--- config.mk ---
export PLATFORM = sky130hd
export DESIGN_NAME = stable_priority_ready_queue_core_flat
export DESIGN_NICKNAME = d
export VERILOG_FILES = /design/src/hdl/spq_pkg.sv /design/src/hdl/spq_if.sv /design/src/hdl/stable_priority_ready_queue_core.sv /design/src/flat_wrapper.sv
export SDC_FILE = /design/constraint.sdc
export NUM_CORES = 1
export LEC_CHECK = 0
export BUFFER_PORTS_ARGS = -buffer_cell sky130_fd_sc_hd__buf_2
export CORE_AREA = 2 2 170 172
export DETAILED_ROUTE_END_ITERATION = 10
export DIE_AREA = 0 0 172 174
export SYNTH_ARGS = -nofsm -noshare
export SYNTH_HDL_FRONTEND = slang
export SYNTH_SLANG_ARGS = --single-unit
--- constraint.sdc ---
create_clock -name clk_i -period 5 [get_ports clk_i]
set_input_delay 0.5 -clock clk_i [delete_from_list [all_inputs] [get_ports clk_i]]
set_output_delay 0.5 -clock clk_i [all_outputs]
set_load 0.1 [all_outputs]
--- src/hdl/spq_pkg.sv ---
`timescale 1ns / 1ps
// Package for the stable priority ready queue.
// Holds the item kind and status codes and the sequencer state type.
package spq_pkg;

  typedef enum logic {
    KIND_INSERT   = 1'b0,
    KIND_DISPATCH = 1'b1
  } kind_e;

  typedef enum logic [1:0] {
    ST_OK    = 2'd0,
    ST_FULL  = 2'd1,
    ST_EMPTY = 2'd2
  } status_e;

  typedef enum logic [2:0] {
    S_IDLE,
    S_INS_RD,
    S_INS_CMP,
    S_INS_PUT,
    S_DSP_RD,
    S_DSP_CMP,
    S_DONE
  } state_e;

endpackage

--- src/hdl/spq_if.sv ---
`timescale 1ns / 1ps
// Valid/ready channel interfaces for the stable priority ready queue.
// Standalone; widths come from the instantiating level.
interface spq_in_if #(
  parameter int ID_WIDTH   = 8,
  parameter int PRIO_WIDTH = 3
);
  logic                  valid;
  logic                  ready;
  logic                  kind;
  logic [ID_WIDTH-1:0]   process_id;
  logic [PRIO_WIDTH-1:0] prio;

  modport source (output valid, kind, process_id, prio, input ready);
  modport sink   (input valid, kind, process_id, prio, output ready);
endinterface

interface spq_out_if #(
  parameter int ID_WIDTH   = 8,
  parameter int PRIO_WIDTH = 3,
  parameter int CNT_WIDTH  = 5
);
  logic                  valid;
  logic                  ready;
  logic [ID_WIDTH-1:0]   out_id;
  logic [PRIO_WIDTH-1:0] out_prio;
  logic [1:0]            status;
  logic [CNT_WIDTH-1:0]  occupancy;

  modport source (output valid, out_id, out_prio, status, occupancy, input ready);
  modport sink   (input valid, out_id, out_prio, status, occupancy, output ready);
endinterface

--- src/hdl/stable_priority_ready_queue_core.sv ---
`timescale 1ns / 1ps
// Top level of the stable priority ready queue: entry memory and sequencer.
// Depends on spq_pkg and the channel interfaces in spq_if.sv.
//
//   channel | dir | payload                               | handshake
//   in_i    | in  | kind, process_id, prio                | valid/ready
//   out_o   | out | out_id, out_prio, status, occupancy   | valid/ready
//
// One entry memory (one write, one registered read port) is walked by a
// small sequencer. An insert moves entries back one slot each, from the tail
// toward the head, until it stops behind an entry of equal or better priority
// or reaches the head, then writes the new entry; a dispatch takes the head
// and moves every later entry forward; a flagged item only returns its status.
// Reset clears the state, count and output valid only; no clearing pass.
// The next item is taken while a finished result still waits in the output
// register; a second finished result holds the sequencer until that one leaves.
module stable_priority_ready_queue_core #(
  parameter int QUEUE_DEPTH = 16,
  parameter int ID_WIDTH    = 8,
  parameter int PRIO_WIDTH  = 3
) (
  input  logic      clk_i,
  input  logic      rst_ni,
  spq_in_if.sink    in_i,
  spq_out_if.source out_o
);
  import spq_pkg::*;

  localparam int CNT_WIDTH = $clog2(QUEUE_DEPTH + 1);
  localparam int IdxW  = $clog2(QUEUE_DEPTH);
  localparam int EntW  = ID_WIDTH + PRIO_WIDTH;
  localparam logic [CNT_WIDTH-1:0] Full = CNT_WIDTH'(QUEUE_DEPTH);
  localparam logic [CNT_WIDTH-1:0] One  = CNT_WIDTH'(1);

  state_e state_q, state_d;

  logic [CNT_WIDTH-1:0]  count_q, count_d;
  logic [CNT_WIDTH-1:0]  idx_q, idx_d;
  logic                  kind_q, kind_d;
  logic [ID_WIDTH-1:0]   id_q, id_d;
  logic [PRIO_WIDTH-1:0] prio_q, prio_d;
  logic [ID_WIDTH-1:0]   res_id_q, res_id_d;
  logic [PRIO_WIDTH-1:0] res_prio_q, res_prio_d;
  status_e               res_status_q, res_status_d;

  logic                  out_valid_q;
  logic [ID_WIDTH-1:0]   out_id_q;
  logic [PRIO_WIDTH-1:0] out_prio_q;
  logic [1:0]            out_status_q;
  logic [CNT_WIDTH-1:0]  out_occ_q;

  logic [EntW-1:0]       mem [QUEUE_DEPTH];
  logic [EntW-1:0]       rdata_q;
  logic [IdxW-1:0]       raddr;
  logic                  we;
  logic [IdxW-1:0]       waddr;
  logic [EntW-1:0]       wdata;

  logic                  in_xfer;
  logic                  load;
  logic                  ins_stop;
  logic                  dsp_last;
  logic [PRIO_WIDTH-1:0] rd_prio;
  logic [ID_WIDTH-1:0]   rd_id;
  logic [CNT_WIDTH-1:0]  idx_dec;
  logic [CNT_WIDTH-1:0]  idx_inc;

  // Shared decisions of the sequencer
  assign in_xfer  = in_i.valid && in_i.ready;
  assign load     = (state_q == S_DONE) && (!out_valid_q || out_o.ready);
  assign rd_prio  = rdata_q[EntW-1:ID_WIDTH];
  assign rd_id    = rdata_q[ID_WIDTH-1:0];
  assign idx_dec  = idx_q - One;
  assign idx_inc  = idx_q + One;
  assign ins_stop = (rd_prio <= prio_q);
  assign dsp_last = (idx_inc == count_q);

  // Next state
  always_comb begin
    state_d = state_q;
    case (state_q)
      S_IDLE: begin
        if (in_xfer) begin
          if (in_i.kind == KIND_INSERT) begin
            if (count_q == Full) state_d = S_DONE;
            else if (count_q == '0) state_d = S_INS_PUT;
            else state_d = S_INS_RD;
          end else begin
            if (count_q == '0) state_d = S_DONE;
            else state_d = S_DSP_RD;
          end
        end
      end
      S_INS_RD:  state_d = S_INS_CMP;
      S_INS_CMP: begin
        if (ins_stop || idx_q == One) state_d = S_INS_PUT;
        else state_d = S_INS_RD;
      end
      S_INS_PUT: state_d = S_DONE;
      S_DSP_RD:  state_d = S_DSP_CMP;
      S_DSP_CMP: state_d = dsp_last ? S_DONE : S_DSP_RD;
      S_DONE:    if (load) state_d = S_IDLE;
      default:   state_d = S_IDLE;
    endcase
  end

  // Datapath controls and next values
  always_comb begin
    in_i.ready   = 1'b0;
    count_d      = count_q;
    idx_d        = idx_q;
    kind_d       = kind_q;
    id_d         = id_q;
    prio_d       = prio_q;
    res_id_d     = res_id_q;
    res_prio_d   = res_prio_q;
    res_status_d = res_status_q;
    raddr        = idx_q[IdxW-1:0];
    we           = 1'b0;
    waddr        = idx_q[IdxW-1:0];
    wdata        = rdata_q;
    case (state_q)
      S_IDLE: begin
        in_i.ready = 1'b1;
        if (in_xfer) begin
          kind_d       = in_i.kind;
          id_d         = in_i.process_id;
          prio_d       = in_i.prio;
          res_id_d     = '0;
          res_prio_d   = '0;
          res_status_d = ST_OK;
          if (in_i.kind == KIND_INSERT) begin
            idx_d = count_q;
            if (count_q == Full) res_status_d = ST_FULL;
          end else begin
            idx_d = '0;
            if (count_q == '0) res_status_d = ST_EMPTY;
          end
        end
      end
      // Read the entry just ahead of the hole
      S_INS_RD: raddr = idx_dec[IdxW-1:0];
      // Stop at an entry of equal or better priority, else move it back
      S_INS_CMP: begin
        if (!ins_stop) begin
          we    = 1'b1;
          waddr = idx_q[IdxW-1:0];
          wdata = rdata_q;
          idx_d = idx_dec;
        end
      end
      // Drop the new entry into the hole
      S_INS_PUT: begin
        we      = 1'b1;
        waddr   = idx_q[IdxW-1:0];
        wdata   = {prio_q, id_q};
        count_d = count_q + One;
      end
      S_DSP_RD: raddr = idx_q[IdxW-1:0];
      // Take the head, then advance every later entry by one slot
      S_DSP_CMP: begin
        if (idx_q == '0) begin
          res_id_d   = rd_id;
          res_prio_d = rd_prio;
        end else begin
          we    = 1'b1;
          waddr = idx_dec[IdxW-1:0];
          wdata = rdata_q;
        end
        idx_d = idx_inc;
        if (dsp_last) count_d = count_q - One;
      end
      default: ;
    endcase
  end

  // Entry memory with registered read
  always_ff @(posedge clk_i) begin
    if (we) mem[waddr] <= wdata;
    rdata_q <= mem[raddr];
  end

  // Control registers
  always_ff @(posedge clk_i or negedge rst_ni) begin
    if (!rst_ni) begin
      state_q     <= S_IDLE;
      count_q     <= '0;
      out_valid_q <= 1'b0;
    end else begin
      state_q <= state_d;
      count_q <= count_d;
      if (load) out_valid_q <= 1'b1;
      else if (out_o.ready) out_valid_q <= 1'b0;
    end
  end

  // Working and result payload registers
  always_ff @(posedge clk_i) begin
    idx_q        <= idx_d;
    kind_q       <= kind_d;
    id_q         <= id_d;
    prio_q       <= prio_d;
    res_id_q     <= res_id_d;
    res_prio_q   <= res_prio_d;
    res_status_q <= res_status_d;
    if (load) begin
      out_id_q     <= res_id_q;
      out_prio_q   <= res_prio_q;
      out_status_q <= res_status_q;
      out_occ_q    <= count_q;
    end
  end

  assign out_o.valid     = out_valid_q;
  assign out_o.out_id    = out_id_q;
  assign out_o.out_prio  = out_prio_q;
  assign out_o.status    = out_status_q;
  assign out_o.occupancy = out_occ_q;

`ifndef SYNTH
  a_count_bound: assert property (@(posedge clk_i) disable iff (!rst_ni)
    count_q <= Full)
    else $error("entry count above queue depth");

  a_ins_index: assert property (@(posedge clk_i) disable iff (!rst_ni)
    state_q == S_INS_CMP |-> idx_q != '0 && idx_q <= count_q)
    else $error("insert walk index out of range");

  a_dsp_index: assert property (@(posedge clk_i) disable iff (!rst_ni)
    state_q == S_DSP_CMP |-> idx_q < count_q)
    else $error("dispatch walk index out of range");

  a_full_flag: assert property (@(posedge clk_i) disable iff (!rst_ni)
    load && res_status_q == ST_FULL |-> count_q == Full && kind_q == KIND_INSERT)
    else $error("full flag without a full queue");

  a_count_step: assert property (@(posedge clk_i) disable iff (!rst_ni)
    state_q == S_INS_PUT |=> count_q == $past(count_q) + One)
    else $error("insert did not grow the queue");
`endif

endmodule
--- src/flat_wrapper.sv ---
// flat-port wrapper written by rule: the top's interface ports become plain ports
module stable_priority_ready_queue_core_flat import spq_pkg::*;
#(
  parameter int QUEUE_DEPTH = 16,
  parameter int ID_WIDTH    = 8,
  parameter int PRIO_WIDTH  = 3
)
  (clk_i, rst_ni, in_i_valid, in_i_kind, in_i_process_id, in_i_prio, in_i_ready, out_o_valid, out_o_out_id, out_o_out_prio, out_o_status, out_o_occupancy, out_o_ready);
  spq_in_if #(.ID_WIDTH(ID_WIDTH), .PRIO_WIDTH(PRIO_WIDTH)) in_i_i ();
  spq_out_if #(.ID_WIDTH(ID_WIDTH), .PRIO_WIDTH(PRIO_WIDTH)) out_o_i ();
  input  logic clk_i;
  input  logic rst_ni;
  input wire logic [$bits(in_i_i.valid)-1:0] in_i_valid;
  input wire logic [$bits(in_i_i.kind)-1:0] in_i_kind;
  input wire logic [$bits(in_i_i.process_id)-1:0] in_i_process_id;
  input wire logic [$bits(in_i_i.prio)-1:0] in_i_prio;
  output wire logic [$bits(in_i_i.ready)-1:0] in_i_ready;
  output wire logic [$bits(out_o_i.valid)-1:0] out_o_valid;
  output wire logic [$bits(out_o_i.out_id)-1:0] out_o_out_id;
  output wire logic [$bits(out_o_i.out_prio)-1:0] out_o_out_prio;
  output wire logic [$bits(out_o_i.status)-1:0] out_o_status;
  output wire logic [$bits(out_o_i.occupancy)-1:0] out_o_occupancy;
  input wire logic [$bits(out_o_i.ready)-1:0] out_o_ready;
  assign in_i_i.valid = in_i_valid;
  assign in_i_i.kind = in_i_kind;
  assign in_i_i.process_id = in_i_process_id;
  assign in_i_i.prio = in_i_prio;
  assign in_i_ready = in_i_i.ready;
  assign out_o_valid = out_o_i.valid;
  assign out_o_out_id = out_o_i.out_id;
  assign out_o_out_prio = out_o_i.out_prio;
  assign out_o_status = out_o_i.status;
  assign out_o_occupancy = out_o_i.occupancy;
  assign out_o_i.ready = out_o_ready;
  stable_priority_ready_queue_core #(.QUEUE_DEPTH(QUEUE_DEPTH), .ID_WIDTH(ID_WIDTH), .PRIO_WIDTH(PRIO_WIDTH)) u_core (.clk_i(clk_i), .rst_ni(rst_ni), .in_i(in_i_i), .out_o(out_o_i));
endmodule
==> impl_metrics.tcl <==
set metrics [dict create \
    outcome "completed" \
    fin_ws_ns 1.34 \
    clk_pin_slew_worst_paths_ns 0.06 \
    wl_met2_um 12600 \
    synth_compound_area_frac 0.136 \
    nNetsFinal 866 \
    fmax_mhz 273 \
    synth_xor_area_frac 0.0111 \
    internal-power_mw 5.07 \
    synthMuxAreaShare 0.0602 \
    totalWireLength_um 27800 \
    ys.flop_type "edfxtp_1" \
    yosysSeqAreaShare 0.644 \
    path_class "flop to flop" \
    ir_drop_v 0.000274 \
    timing.rr.start "u_core.state_q[2]$_DFFE_PN0P_" \
    critPathMaxFanout 30 \
    synth_fa_ha_area_frac 0.0131 \
    synth_area_per_cell_um2 13.5 \
    rows 62 \
    tns_ns 0 \
    clk_path_buf_depth 3 \
    worst_pin_slew_ns 1.22 \
    wl_per_cell_um 22.3 \
    wl_met3_um 1850 \
    syn_inst 821 \
    drc 0 \
    synth-simple-area-share 0.102 \
    routed_via_density 5.81 \
    worstHoldEndpoint "u_core.prio_q[1]$_DFFE_PP_" \
    cts_sinks 243 \
    mostFrequentLayoutCell "edfxtp_1" \
    worstPathRequired_ns 5.40 \
    place_hpwl_um 17700 \
    core_um2 28200 \
    swShare 0.398 \
    placed_area_um2 11600 \
    seqPwrFrac 0.370 \
    grt_pass1_vias 6736 \
    powerDensity_nw_per_um2 677 \
    synth_top_family_by_area "compound AO/OA/AOI/OAI gates" \
    port_buffers 35 \
    power.total_mw 8.42 \
    maxCapViolCount 0 \
    gp_congestion 0.828 \
    dieWidth_um 172 \
    initial_core_util 0.393 \
    p_sw_mw 3.35 \
    endpoint_kind "flop" \
    p_leak_nw 4.14 \
    drt_iter0_markers 946 \
    root_buffer "clkbuf_16" \
    fin_worst_skew_ns 0.0300 \
    overflow 0 \
    worstPathArrival_ns 4.06 \
    cts_buffers 26 \
    setup-violations-final 0 \
    synth_top_area_share 0.604 \
    syn_area_um2 11100 \
    h-tree-depth 1 \
    place_worst_setup_slack_ns 1.31 \
    combPwrFrac 0.404 \
    drtAntennaViolNets 0 \
    period_needed_ns 3.66 \
    hp-start "in_i_prio[1]" \
    antenna_cells 0 \
    synth_area_leaders "edfxtp_1 (60%), mux2i_1 (3.9%), o22ai_1 (2.4%), mux2_2 (2.1%), dfrtp_1 (2.0%)" \
    clock_latency_ns 0.55 \
    synth_top_cell_by_area "edfxtp_1" \
    p_clk_frac 0.226 \
    grt_start_max_net_pins 73 \
    drive_above_1_share 0.148 \
    synth_edf_count 223 \
    start_kind "flop" \
    synthArstFlopShare 0.0370 \
    fin_area_um2 12400 \
    via_count 7226 \
    grt_first_pass_wirelength_um 41500 \
    nFillCells 2538 \
    area_growth_pct 12.3 \
    cts_resized 0 \
    min_period_over_period 0.733 \
    gr-usage-all-layers 0.185 \
    worst_r2r_path_depth 7 \
    hold_buffers 1 \
    slew_viol_final 0 \
    die_y_um 174 \
    worstHoldPathCells 1 \
    final_hold_viol_count 0 \
    ys_types 71 \
    dieArea_um2 29900 \
    timing.reg2reg.setup_slack_ns 1.34 \
    rsz0062_at_grt "false" \
    slew_headroom 0.185 \
    synth-seq-cells 243 \
    antenna_found_initial 0 \
    drt_first_pass_iters 5 \
    ys_warn_count 0 \
    io_pins 36 \
    r2r-end "u_core.count_q[4]$_DFFE_PN0P_" \
    syn_nets 848 \
    topRoutingLayerUsed "met4" \
    cts_setup_buffers 0 \
    layout_common_cells "edfxtp_1 (223), mux2i_1 (43), o22ai_1 (42)" \
    drt-met1-wl_um 12000 \
    cts_tree "built" \
    min_path_type "input pin to flop" \
]
## sequential cells by signal, summed over array words and instances, names as in the netlist
signal / count
u_core.mem: 176
u_core.prio_q: 3
u_core.out_o.out_id: 8
u_core.out_o.occupancy: 5
u_core.out_o.status: 2
u_core.res_status_q: 2
u_core.state_q: 3
u_core.res_prio_q: 3
u_core.count_q: 5
u_core.rdata_q: 11
u_core.idx_q: 5
u_core.res_id_q: 8
u_core.out_o.out_prio: 3
u_core.out_o.valid: 1
u_core.id_q: 8
## through the flow
stage,hold slack (ns),cells,util
after floorplan,0.204,821,-
after global placement,0.374,1194,0.410
after detailed placement,0.375,1194,0.410
after CTS,0.137,1243,0.441
after global routing,0.137,1243,0.441
final,0.151,1243,0.441
## how the worst max path moves through the flow
| stage | start | end | slack [ns] | cells after the start |
|---|---|---|---|---|
| 3_3_place_gp | u_core.state_q[2]$_DFFE_PN0P_ | u_core.mem[7][10]$_DFFE_PP_ | 1.39 | 5 |
| 6_report | u_core.state_q[2]$_DFFE_PN0P_ | u_core.count_q[4]$_DFFE_PN0P_ | 1.34 | 7 |
| 2_1_floorplan | u_core.state_q[1]$_DFFE_PN0P_ | u_core.res_id_q[0]$_SDFFCE_PP0P_ | 0.85 | 5 |
| 5_1_grt | u_core.state_q[2]$_DFFE_PN0P_ | u_core.count_q[4]$_DFFE_PN0P_ | 1.01 | 7 |
| 3_5_place_dp | u_core.state_q[2]$_DFFE_PN0P_ | u_core.count_q[4]$_DFFE_PN0P_ | 1.31 | 7 |
| 4_1_cts | u_core.state_q[2]$_DFFE_PN0P_ | u_core.count_q[4]$_DFFE_PN0P_ | 1.33 | 7 |
## routing by layer
| metal | global-route usage | vias to the layer above |
|---|---|---|
| li1 | - | 3307 |
| met1 | 0.262 | 3593 |
| met2 | 0.285 | 271 |
| met3 | 0.0271 | 55 |
| met4 | 0.0763 | 0 |
| met5 | 0 | - |
## cells in the mapped netlist, types with 3 or more instances
cell type  number
a2111o_1       10
a211oi_1        3
a21o_1          4
a21oi_1        12
a22oi_1        12
a2bb2oi_1       3
a31oi_1         3
a32oi_1         4
and2_1         13
buf_2          21
buf_4           7
buf_6           3
clkbuf_1       32
dfrtp_1         9
dfxtp_1        11
edfxtp_1      223
ha_1           10
inv_1          14
mux2_2         21
mux2i_1        43
nand2_1        37
nand2b_1        4
nand3_1        25
nand4_1        10
nor2_1         37
nor2b_1        15
nor3_1         24
nor4_1          3
o21ai_0        39
o221ai_1       21
o22a_1         21
o22ai_1        42
o32ai_1        12
or4_1          13
xnor2_1        10
xor2_1          4
## layout make-up
class | count | area, µm² | share of cell area
tap | 384 | 480 | 0.0386
timing repair buffer | 53 | 313 | 0.0251
inverter | 16 | 60.1 | 0.00483
clock buffer | 39 | 739 | 0.0594
clock inverter | 9 | 111 | 0.00895
sequential | 243 | 7140 | 0.574
multi-input combinational | 499 | 3600 | 0.289
## power groups by stage
stage               sequential, mW  clock (mW)  combinational [mW]
floorplan                     3.12           0                2.38
global placement              3.15           0                3.33
detailed placement            3.15           0                3.37
CTS                           3.11        1.93                3.38
global route                  3.15        2.02                3.67
finish                        3.11        1.90                3.41
## worst max-delay path, stage by stage (launching register included)
cell	delay, ns
dfrtp_1	0.75
and3b_1	0.88
clkinv_1	0.52
fa_1	0.57
nor2b_1	0.11
o21ai_0	0.13
and4_1	0.23
or3_1	0.35
## cell families (layout without fill, tap and decap cells)
group	count (synthesis)	count (layout)
AO/OA/AOI/OAI	205	205
buffers and inverters	79	117
flip-flops	243	243
multiplexers	64	64
XOR/XNOR	14	14
AND/OR/NAND/NOR	205	205
adder cells (fa/ha/maj)	11	11
No activity file was read; power rests on OpenSTA's default activity.
